===== src/lmn_pkg.sv =====
// ----------------------------------------------------------------------------
// lmn_pkg
// Shared types, widths, constants and the depth decode for the link M/N
// ratio calculator.
// ----------------------------------------------------------------------------
package lmn_pkg;

   localparam int PCLK_W    = 20;
   localparam int DEPTH_W   = 3;
   localparam int LANE_W    = 4;
   localparam int FREQ_W    = 12;
   localparam int MN_W      = 24;
   localparam int BPP_W     = 6;
   localparam int BW_W      = 19;
   localparam int NUM_W     = PCLK_W + BPP_W;
   localparam int SPEED_W   = LANE_W + BW_W + 3;
   localparam int N_W       = 24;
   localparam int N_LOG_MAX = 23;
   localparam int DVD_W     = NUM_W + N_LOG_MAX;
   localparam int REM_W     = SPEED_W;

   localparam int MAX_LANES = 4;
   localparam int BW_SCALE  = 1000 / 10;

   localparam logic [FREQ_W-1:0] FREQ_RESET = FREQ_W'(2700);
   localparam logic [N_W-1:0]    N_CAP      = N_W'(24'h800000);
   localparam logic [MN_W-1:0]   MN_MAX     = MN_W'(24'hFFFFFF);

   localparam logic [DEPTH_W-1:0] DEPTH_6BPC  = 3'd0;
   localparam logic [DEPTH_W-1:0] DEPTH_8BPC  = 3'd1;
   localparam logic [DEPTH_W-1:0] DEPTH_10BPC = 3'd2;
   localparam logic [DEPTH_W-1:0] DEPTH_12BPC = 3'd3;

   typedef enum logic [1:0] {
      STATUS_OK        = 2'd0,
      STATUS_BAD_DEPTH = 2'd1,
      STATUS_BAD_LANES = 2'd2,
      STATUS_NO_SPEED  = 2'd3
   } lmn_status_type;

   typedef struct packed {
      logic [PCLK_W-1:0]  pixel_clock_khz;
      logic [DEPTH_W-1:0] depth_code;
      logic [LANE_W-1:0]  lane_count;
   } lmn_req_type;

   typedef struct packed {
      logic [MN_W-1:0] data_m;
      logic [MN_W-1:0] data_n;
      logic [MN_W-1:0] link_m;
      logic [MN_W-1:0] link_n;
      lmn_status_type  status;
   } lmn_rsp_type;

   typedef struct packed {
      logic               start;
      logic [DVD_W-1:0]   dividend;
      logic [SPEED_W-1:0] divisor;
   } lmn_div_req_type;

   typedef struct packed {
      logic             done;
      logic [DVD_W-1:0] quotient;
   } lmn_div_rsp_type;

   function automatic logic [BPP_W-1:0] bpp_of(input logic [DEPTH_W-1:0] code);
      logic [BPP_W-1:0] bpp;
      case (code)
         DEPTH_6BPC:  bpp = BPP_W'(18);
         DEPTH_8BPC:  bpp = BPP_W'(24);
         DEPTH_10BPC: bpp = BPP_W'(30);
         DEPTH_12BPC: bpp = BPP_W'(36);
         default:     bpp = '0;
      endcase
      return bpp;
   endfunction

endpackage


===== src/lmn_div.sv =====
// ----------------------------------------------------------------------------
// lmn_div
// Bit-serial restoring divider: one quotient bit per cycle, the dividend
// shifting out of the top of a register as the quotient shifts into its foot.
// ----------------------------------------------------------------------------
module lmn_div (
   input  logic                     clock,
   input  logic                     reset,
   input  lmn_pkg::lmn_div_req_type div_req,
   output lmn_pkg::lmn_div_rsp_type div_rsp
);
   import lmn_pkg::*;

   localparam int CNT_W = $clog2(DVD_W);

   logic               busy_ff, busy_in;
   logic               done_ff, done_in;
   logic [CNT_W-1:0]   cnt_ff, cnt_in;
   logic [DVD_W-1:0]   dvq_ff, dvq_in;
   logic [REM_W-1:0]   rem_ff, rem_in;
   logic [SPEED_W-1:0] dsr_ff, dsr_in;
   logic [REM_W:0]     trial;
   logic               ge;

   always_comb begin
      busy_in = busy_ff;
      done_in = 1'b0;
      cnt_in  = cnt_ff;
      dvq_in  = dvq_ff;
      rem_in  = rem_ff;
      dsr_in  = dsr_ff;
      trial   = {rem_ff, dvq_ff[DVD_W-1]};
      ge      = trial >= {1'b0, dsr_ff};
      if (div_req.start) begin
         busy_in = 1'b1;
         cnt_in  = CNT_W'(DVD_W - 1);
         dvq_in  = div_req.dividend;
         rem_in  = '0;
         dsr_in  = div_req.divisor;
      end else if (busy_ff) begin
         rem_in = ge ? REM_W'(trial - {1'b0, dsr_ff}) : trial[REM_W-1:0];
         dvq_in = {dvq_ff[DVD_W-2:0], ge};
         cnt_in = cnt_ff - CNT_W'(1);
         if (cnt_ff == '0) begin
            busy_in = 1'b0;
            done_in = 1'b1;
         end
      end
   end

   always_ff @(posedge clock) begin
      if (reset) begin
         busy_ff <= 1'b0;
         done_ff <= 1'b0;
      end else begin
         busy_ff <= busy_in;
         done_ff <= done_in;
      end
      cnt_ff <= cnt_in;
      dvq_ff <= dvq_in;
      rem_ff <= rem_in;
      dsr_ff <= dsr_in;
   end

   assign div_rsp.done     = done_ff;
   assign div_rsp.quotient = dvq_ff;

endmodule


===== src/link_m_n_ratio_calc_top.sv =====
// ----------------------------------------------------------------------------
// link_m_n_ratio_calc_top
// Link M/N ratio calculator: data and link M/N pairs from a mode's pixel
// clock, colour depth and lane count, against a programmable link frequency.
// ----------------------------------------------------------------------------
// One item at a time is worked on from acceptance to result:
// each of the two pairs runs through one shared bit-serial restoring divider
// (49 quotient bits), a power-of-two search for N that doubles one bit a
// cycle, and an M reduction that halves M and N one bit a cycle; an item
// with an error status skips these and goes from ST_PREP straight to
// ST_DONE.
// A finished result waits in the output register while the next item is
// taken and worked on. Status 3 flags a zero lane count or zero link
// frequency.
module link_m_n_ratio_calc_top #(
   parameter int MAX_LANES = lmn_pkg::MAX_LANES
) (
   input  logic                         clock,
   input  logic                         reset,
   input  logic                         req_valid,
   output logic                         req_ready,
   input  lmn_pkg::lmn_req_type         req_item,
   output logic                         rsp_valid,
   input  logic                         rsp_ready,
   output lmn_pkg::lmn_rsp_type         rsp_item,
   input  logic                         csr_valid,
   output logic                         csr_ready,
   input  logic [lmn_pkg::FREQ_W-1:0]   csr_data
);
   import lmn_pkg::*;

   localparam int LBW_W = SPEED_W - 3;

   typedef enum logic [7:0] {
      ST_IDLE  = 8'b0000_0001,
      ST_PREP  = 8'b0000_0010,
      ST_SPEED = 8'b0000_0100,
      ST_POW   = 8'b0000_1000,
      ST_DIV   = 8'b0001_0000,
      ST_NORM  = 8'b0010_0000,
      ST_STORE = 8'b0100_0000,
      ST_DONE  = 8'b1000_0000
   } state_type;

   state_type          state_ff, state_in;
   logic [FREQ_W-1:0]  freq_ff, freq_in;
   lmn_req_type        req_ff, req_in;
   logic [BW_W-1:0]    bw_ff, bw_in;
   logic [NUM_W-1:0]   numer_ff, numer_in;
   logic [SPEED_W-1:0] speed_ff, speed_in;
   logic [DVD_W-1:0]   dvd_ff, dvd_in;
   logic [N_W-1:0]     n_ff, n_in;
   logic [DVD_W-1:0]   m_ff, m_in;
   logic               pair_ff, pair_in;
   lmn_rsp_type        res_ff, res_in;
   logic               rsp_valid_ff, rsp_valid_in;
   lmn_rsp_type        rsp_item_ff, rsp_item_in;

   lmn_div_req_type    div_req;
   lmn_div_rsp_type    div_rsp;
   logic [BPP_W-1:0]   bpp;
   logic [LBW_W-1:0]   lane_bw;
   lmn_status_type     st;
   logic               slot_free;

   lmn_div u_div (
      .clock   (clock),
      .reset   (reset),
      .div_req (div_req),
      .div_rsp (div_rsp)
   );

   always_comb begin
      state_in     = state_ff;
      freq_in      = csr_valid ? csr_data : freq_ff;
      req_in       = req_ff;
      bw_in        = bw_ff;
      numer_in     = numer_ff;
      speed_in     = speed_ff;
      dvd_in       = dvd_ff;
      n_in         = n_ff;
      m_in         = m_ff;
      pair_in      = pair_ff;
      res_in       = res_ff;
      slot_free    = !rsp_valid_ff || rsp_ready;
      rsp_valid_in = rsp_valid_ff && !rsp_ready;
      rsp_item_in  = rsp_item_ff;
      div_req.start    = 1'b0;
      div_req.dividend = dvd_ff;
      div_req.divisor  = speed_ff;
      bpp     = bpp_of(req_ff.depth_code);
      lane_bw = LBW_W'(req_ff.lane_count) * LBW_W'(bw_ff);
      st      = STATUS_OK;
      if (bpp == '0) begin
         st = STATUS_BAD_DEPTH;
      end else if (req_ff.lane_count > LANE_W'(MAX_LANES)) begin
         st = STATUS_BAD_LANES;
      end else if (req_ff.lane_count == '0 || freq_ff == '0) begin
         st = STATUS_NO_SPEED;
      end
      case (state_ff)
         ST_IDLE: begin
            if (req_valid) begin
               req_in   = req_item;
               state_in = ST_PREP;
            end
         end
         ST_PREP: begin
            bw_in         = BW_W'(BW_W'(freq_ff) * BW_W'(BW_SCALE));
            numer_in      = NUM_W'(req_ff.pixel_clock_khz) * NUM_W'(bpp);
            pair_in       = 1'b0;
            res_in        = '0;
            res_in.status = st;
            state_in      = (st == STATUS_OK) ? ST_SPEED : ST_DONE;
         end
         ST_SPEED: begin
            if (pair_ff) begin
               speed_in = SPEED_W'(bw_ff);
               dvd_in   = DVD_W'(req_ff.pixel_clock_khz);
            end else begin
               speed_in = {lane_bw, 3'b000};
               dvd_in   = DVD_W'(numer_ff);
            end
            n_in     = N_W'(1);
            state_in = ST_POW;
         end
         ST_POW: begin
            if (SPEED_W'(n_ff) < speed_ff && n_ff < N_CAP) begin
               n_in   = {n_ff[N_W-2:0], 1'b0};
               dvd_in = {dvd_ff[DVD_W-2:0], 1'b0};
            end else begin
               div_req.start = 1'b1;
               state_in      = ST_DIV;
            end
         end
         ST_DIV: begin
            if (div_rsp.done) begin
               m_in     = div_rsp.quotient;
               state_in = ST_NORM;
            end
         end
         ST_NORM: begin
            if (n_ff > MN_MAX || m_ff > DVD_W'(MN_MAX)) begin
               m_in = m_ff >> 1;
               n_in = n_ff >> 1;
            end else begin
               state_in = ST_STORE;
            end
         end
         ST_STORE: begin
            if (pair_ff) begin
               res_in.link_m = m_ff[MN_W-1:0];
               res_in.link_n = n_ff;
               state_in      = ST_DONE;
            end else begin
               res_in.data_m = m_ff[MN_W-1:0];
               res_in.data_n = n_ff;
               pair_in       = 1'b1;
               state_in      = ST_SPEED;
            end
         end
         ST_DONE: begin
            if (slot_free) begin
               rsp_valid_in = 1'b1;
               rsp_item_in  = res_ff;
               state_in     = ST_IDLE;
            end
         end
         default: begin
            state_in = ST_IDLE;
         end
      endcase
   end

   always_ff @(posedge clock) begin
      if (reset) begin
         state_ff     <= ST_IDLE;
         freq_ff      <= FREQ_RESET;
         rsp_valid_ff <= 1'b0;
      end else begin
         state_ff     <= state_in;
         freq_ff      <= freq_in;
         rsp_valid_ff <= rsp_valid_in;
      end
      req_ff      <= req_in;
      bw_ff       <= bw_in;
      numer_ff    <= numer_in;
      speed_ff    <= speed_in;
      dvd_ff      <= dvd_in;
      n_ff        <= n_in;
      m_ff        <= m_in;
      pair_ff     <= pair_in;
      res_ff      <= res_in;
      rsp_item_ff <= rsp_item_in;
   end

   assign req_ready = (state_ff == ST_IDLE);
   assign rsp_valid = rsp_valid_ff;
   assign rsp_item  = rsp_item_ff;
   assign csr_ready = 1'b1;

endmodule

===== config.mk =====
export PLATFORM = sky130hd
export DESIGN_NAME = link_m_n_ratio_calc_top
export DESIGN_NICKNAME = d
export VERILOG_FILES = /design/src/lmn_pkg.sv /design/src/lmn_div.sv /design/src/link_m_n_ratio_calc_top.sv
export SDC_FILE = /design/constraint.sdc
export NUM_CORES = 1
export LEC_CHECK = 0
export BUFFER_PORTS_ARGS = -buffer_cell sky130_fd_sc_hd__buf_2
export CAP_MARGIN = 20
export CORE_MARGIN = 5
export CORE_UTILIZATION = 35
export DETAILED_ROUTE_END_ITERATION = 8
export SETUP_SLACK_MARGIN = 0.3
export SYNTH_ARGS = -nofsm -noshare
export SYNTH_HDL_FRONTEND = slang
export SYNTH_SLANG_ARGS = --single-unit

===== constraint.sdc =====
create_clock -name clock -period 7.1 [get_ports clock]
set_clock_uncertainty 0.2 [all_clocks]
set_input_delay 1.42 -clock clock [delete_from_list [all_inputs] [get_ports clock]]
set_output_delay 1.42 -clock clock [all_outputs]
set_load 0.01 [all_outputs]

Yosys cells after proc, flatten, opt, wreduce, memory -nomap -nowiden --
Cells that the tools add are included.
Storage, ports and cells: bits of input ports 44, word-level logic and storage cells 128, register bits after elaboration 541, output and inout port bits 101
Operators by class: multipliers 3, order comparisons 6, mux-type cells 37, bitwise logic cells 1, reduce and logical (&&, ||, !) cells 27, $add $sub $neg 2, equal/unequal tests 20
Operator list (number):
- 49-bit two-way mux | 5
- 49-bit one-hot mux with 2 select lines | 2
- 96-bit one-hot mux with 2 select lines | 1
- 48-bit two-way mux | 2
- 24-bit one-hot mux with 3 select lines | 1
- 8-bit one-hot mux with 8 select lines | 1
- 8-bit two-way mux | 7
- 26-bit two-way mux | 2
- 49-bit by 24-bit > comparator with 1-bit output, second input constant | 1
- 24-bit two-way mux | 2
- 27-bit by 26-bit >= comparator with 1-bit output | 1
- 24-bit by 26-bit < comparator with 1-bit output | 1
- 20-bit by 6-bit multiplier with 26-bit output | 1
- 26-bit subtractor | 1
- 24-bit > comparator, second input constant | 1
- 24-bit < comparator, second input constant | 1
- 6-bit one-hot mux with 4 select lines | 1
- 4-bit by 17-bit multiplier with 21-bit output | 1
- 19-bit two-way mux | 1
- 12-bit by 5-bit multiplier with 17-bit output, second input constant | 1
- 2-bit != test, second input constant | 8
- 12-bit zero test | 1
- 6-bit zero test | 2
- 2-bit AND reduction | 5
- 28 further kinds | 46

Depth between registers and ports, before layout --
depth in word-level cells 8, gate-level depth with buffers 19, mapped depth without buffers 18

Cells and area by module --
A second synthesis with hierarchy kept.
Unflattened totals: cells, all modules 2358, area total of the unflattened synthesis 28303.4 um^2
By module, submodules not included:
- link_m_n_ratio_calc_top | cells each 1813, area an instance 22381.5 um^2, instances 1
- lmn_div | cells each 545, area an instance 5921.9 um^2, instances 1

Worst setup path before layout --
OpenSTA, ideal clock, no wires.
kind input to register, from input port rsp_ready, to register rsp_item_ff (netlist bit rsp_item[0]), enable pin, slack 433 ps, path buffers 0, stages 2, required time 6334 ps, library setup time 566 ps, data arrival time 5901 ps, cell sequence nand2b_1 -> nor2b_1
Between the ends: cells in the longest elaborated chain, start to end 2
RTL lines:
- start: declaration | line link_m_n_ratio_calc_top.sv:24 | input logic rsp_ready,
- 1-bit logical OR | line link_m_n_ratio_calc_top.sv:85 | slot_free = !rsp_valid_ff || rsp_ready;
- 2-bit AND reduction (no line)
- end signal: assignment | line link_m_n_ratio_calc_top.sv:194 | rsp_item_ff <= rsp_item_in;
- end: declaration | line link_m_n_ratio_calc_top.sv:57 | lmn_rsp_type rsp_item_ff, rsp_item_in;
Every way passes these cells. A chain may end at the register's enable or synchronous reset.

Final worst setup path --
from register req_ff[6] (netlist bit), to register numer_ff[25] (data pin)
Between the ends: cells in the longest elaborated chain, start to end 3
RTL lines:
- start: declaration | line link_m_n_ratio_calc_top.sv:47 | lmn_req_type req_ff, req_in;
- start signal: assignment | line link_m_n_ratio_calc_top.sv:185 | req_ff <= req_in;
- 3-bit by 2-bit == test with 1-bit output (tied with other cells) | line lmn_pkg.sv:68 | case (code)
- 6-bit one-hot mux with 4 select lines (*) | line lmn_pkg.sv:68
- 20-bit by 6-bit multiplier with 26-bit output (*) | line link_m_n_ratio_calc_top.sv:110 | numer_in = NUM_W'(req_ff.pixel_clock_khz) * NUM_W'(bpp);
- end signal: assignment | line link_m_n_ratio_calc_top.sv:187 | numer_ff <= numer_in;
- end: declaration | line link_m_n_ratio_calc_top.sv:49 | logic [NUM_W-1:0] numer_ff, numer_in;
Every way passes the cells marked *; elsewhere a longest branch is shown, timed or not.

==> summary.md <==
| Metric | Value |
|---|---|
| Status | `complete, no violations` |
| Vias/cell | `4.789` |
| Final hold viol count | `0` |
| Fin. max-slew vios | `0` |
| Sum Neg Setup Slack | `0 ns` |
| Syn-to-layout area delta | `13.60%` |
| CTS tree | `built` |
| Most used flip-flop cell after synthesis | `edfxtp_1` |
| CTS Buffer Depth | `3` |
| Synth Warn # | `0` |
| Final period util | `between 80 and 90%` |
| Dpl cells | `between 3000 and 4000` |
| Worst-margin pin slew | `0.9234 ns` |
| Post-Syn Area | `between 0.02 and 0.03 mm2` |
| Crit-path max FO | `27` |
| FFs w/ async S/R, synth | `0%` |
| Register area share after synthesis | `56.00%` |
| Root buffer cell | `clkbuf_16` |
| Die height | `292.7 um` |
| Area contributors post-synth | `edfxtp_1 52%, ha_1 7.5%, fa_1 6.7%, dfxtp_1 3.9%, and2_1 3.9%` |
| Crit end category | `flop` |
| Postcts setup bufs | `0` |
| Full die area | `0.08568 mm2` |
| Nets | `2724` |
| Initial antenna violation count | `2` |
| Core box area | `0.07913 mm2` |
| Most used cell along the critical path | `fa_1` |
| Routed wire length | `approximately 56000 um` |
| Unrepaired setup endpoints after global routing | `no` |
| Pwr/cell area | `approximately 260 mW/mm2` |
| Max-cap violation count | `0` |
| VDD IR max | `~0.19 mV` |
| # H-tree levels | `2` |
| CTS buffer count | `57` |
| Crit start category | `flop` |
| Final Setup Violations | `0` |
| Avg Synthesized Cell Area | `12.29 um2` |
| Fillers | `approximately 7500` |
| Number of global-route vias before repair | `roughly 17000` |
| Top-area cell type share of the netlist area | `52.06%` |
| Post-synthesis cell type count | `around 80` |
| Max incr delay on CP | `roughly 0.75 ns` |
| Post-cts sizing count | `0` |
| GR Overflow Total | `0` |
| TritonCTS Sinks | `540` |
| CP delay by family, top | `adder cells` |
| Cells after Synth | `around 2300` |
| Clock transition at path regs | `0.07 ns` |
| WL/cell | `16.01 um` |
| Clock Latency Late Sink | `about 0.62 ns` |
| EDFF count, synth | `485` |
| Post-Route Utilization | `40.16%` |
| I/O Buffers | `143` |
| Hold-fix buffers, CTS | `0` |
| CP arrival | `between 5 and 6 ns` |
| Slew headroom | `between 30% and 40%` |
| Leakage | `12.77 nW` |
| Cell Count, Final, Fillers Out | `about 3500` |
| Kind of critical path | `reg -> reg` |
| Via count | `between 15000 and 20000` |
| Hold Path Class | `reg -> reg` |
| Crit-path cells | `nor2b_1 -> buf_4 -> and3_1 -> fa_1 -> fa_1 -> inv_1 -> fa_1 -> inv_1 -> ha_1 -> o21a_1 -> a2111oi_2 -> o31ai_1 -> a21oi_1 -> o21bai_1 -> a21oi_1 -> xnor2_1` |
| First-pass iteration count of the detailed router | `5` |
| Die Wd | `about 290 um` |
| Final GP Congestion | `about 0.84` |
| Starting Density | `a little over a third` |
| Tmin final | `approximately 5.7 ns` |
| # rows | `103` |
| Synth area leader | `edfxtp_1` |
| Final Instance Area | `between 0.03 and 0.04 mm2` |
| I/O pin count | `approximately 150` |
| CP required | `just over 7 ns` |
| Slowest cell on the critical path | `nor2b_1` |
| Share of post-route cells with drive strength above 1 | `13.64%` |
| Starting DRT DRC Count | `about 920` |
| Max Clock Freq | `between 150 and 200 MHz` |
| Synthesized Nets | `between 2000 and 3000` |
| # diodes | `0` |
| GR Util All Layers | `13.12%` |
| Yosys reg bits | `540` |
| Drc violations | `0` |
| Post-DRT Antenna Nets | `0` |
| Largest net degree at the start of global routing | `99` |
| DP Area | `0.02988 mm2` |
| Bufs and invs on worst path | `3` |
| Global-route wire length before repair | `a little over 90000 um` |
| Dpl hpwl | `between 40000 and 50000 um` |
[metal layers]
layer,vias up,wire (um),global-route usage [%]
met4,2,1044,3.360
met3,80,3252,2.510
li1,8225,-,-
met5,-,13,0
met1,8135,28770,20.21
met2,382,23180,19.05
[placed cells by master, fill, tap and decap left out, drive strengths merged, types with 19 or more instances in the layout]
cell type  synthesis  routed
and2             175     175
xnor2             42      42
fa                93      93
nor3              19      19
clkinv             1      31
a22o              22      22
nand3             27      27
a21oi             64      64
buf               31     166
clkbuf            50      63
mux2              59      59
nor2             100     100
o21ai             68      68
inv              222     222
edfxtp           485     485
and3              26      26
dfxtp             55      55
nand2            289     289
mux2i             41      41
a21o              28      28
ha               167     167
a211oi            20      20
[layout make-up]
type	count	area, um2	area share [%]
Inverter	223	837.1	2.634
Tap cell	1050	1314	4.134
Multi-Input combinational cell	1432	11170	35.16
Clock inverter	39	401.6	1.264
Timing Repair Buffer	166	915.9	2.882
Clock buffer	63	1470	4.627
Sequential cell	540	15670	49.30
[cell usage after synthesis (17+ instances only)]
cell type	count
a211oi_1	20
a21o_1	28
a21oi_1	63
a22o_1	22
and2_1	175
and3_1	26
buf_2	25
clkbuf_1	50
dfxtp_1	55
edfxtp_1	485
fa_1	93
ha_1	167
inv_1	222
mux2_2	51
mux2i_1	41
nand2_1	289
nand3_1	27
nor2_1	100
nor2b_1	17
nor3_1	19
o21ai_0	59
xnor2_1	42
xor2_1	18
[power breakdown]
part,internal [mW],switching [mW]
registers,3.61,0.0965
logic,0.669,0.879
clock network,1.71,1.23
total,5.99,2.20
[path summary, 6_finish.rpt]
check	start	endpoint	slack (ns)	cells past startpoint
worst min register to register	res_ff[78]	rsp_item[78]	0.21	0
worst min-delay path	res_ff[78]	rsp_item[78]	0.21	0
worst max register to register	req_ff[6]	numer_ff[25]	1.38	16
worst max-delay path	req_ff[6]	numer_ff[25]	1.38	16
[through the flow]
stage / power (mW) / setup WS, ns / hold slack, ns
6_report: 8.195 / 1.377 / 0.2062
3_5_place_dp: 5.318 / 1.402 / 0.2045
3_3_place_gp: 5.278 / 1.603 / 0.2030
4_1_cts: 8.294 / 1.377 / 0.2064
5_1_grt: 8.672 / 1.022 / 0.2202
2_1_floorplan: 4.955 / 0.4334 / 0.2003
[worst register-to-register path: cells and delay by family, from the launching register on]
kind                     cells  cell delay, ns
AO/OA/AOI/OAI                6            1.39
XOR/XNOR                     1            0.13
adder cells (fa/ha/maj)      4            1.84
buffers and inverters        3            0.51
flip-flops                   1            0.45
AND/OR/NAND/NOR              2            0.98
[state kept, by name, indices dropped and copies added, names as in the netlist, 6 cells and up]
name          flops
state_ff          8
m_ff             49
res_ff           98
numer_ff         25
u_div.dvq_ff     49
req_ff           27
dvd_ff           49
freq_ff          12
n_ff             24
bw_ff            17
u_div.dsr_ff     24
speed_ff         24
u_div.rem_ff     26
rsp_item         98
u_div.cnt_ff      6
[cells by family (layout without fill, tap and decap cells)]
kind of cell    after synthesis  after routing  share of synthesized area, %
compound gates              293            293                         7.242
buf+inv                     304            491                         4.272
flops                       540            540                         56.00
fa+ha+maj                   261            261                         14.16
simple gates                717            717                         12.58
mux                         100            100                         3.856
other cells                   1              1                       0.01341
xor+xnor                     60             60                         1.879
(Power assumes the default switching activity.)
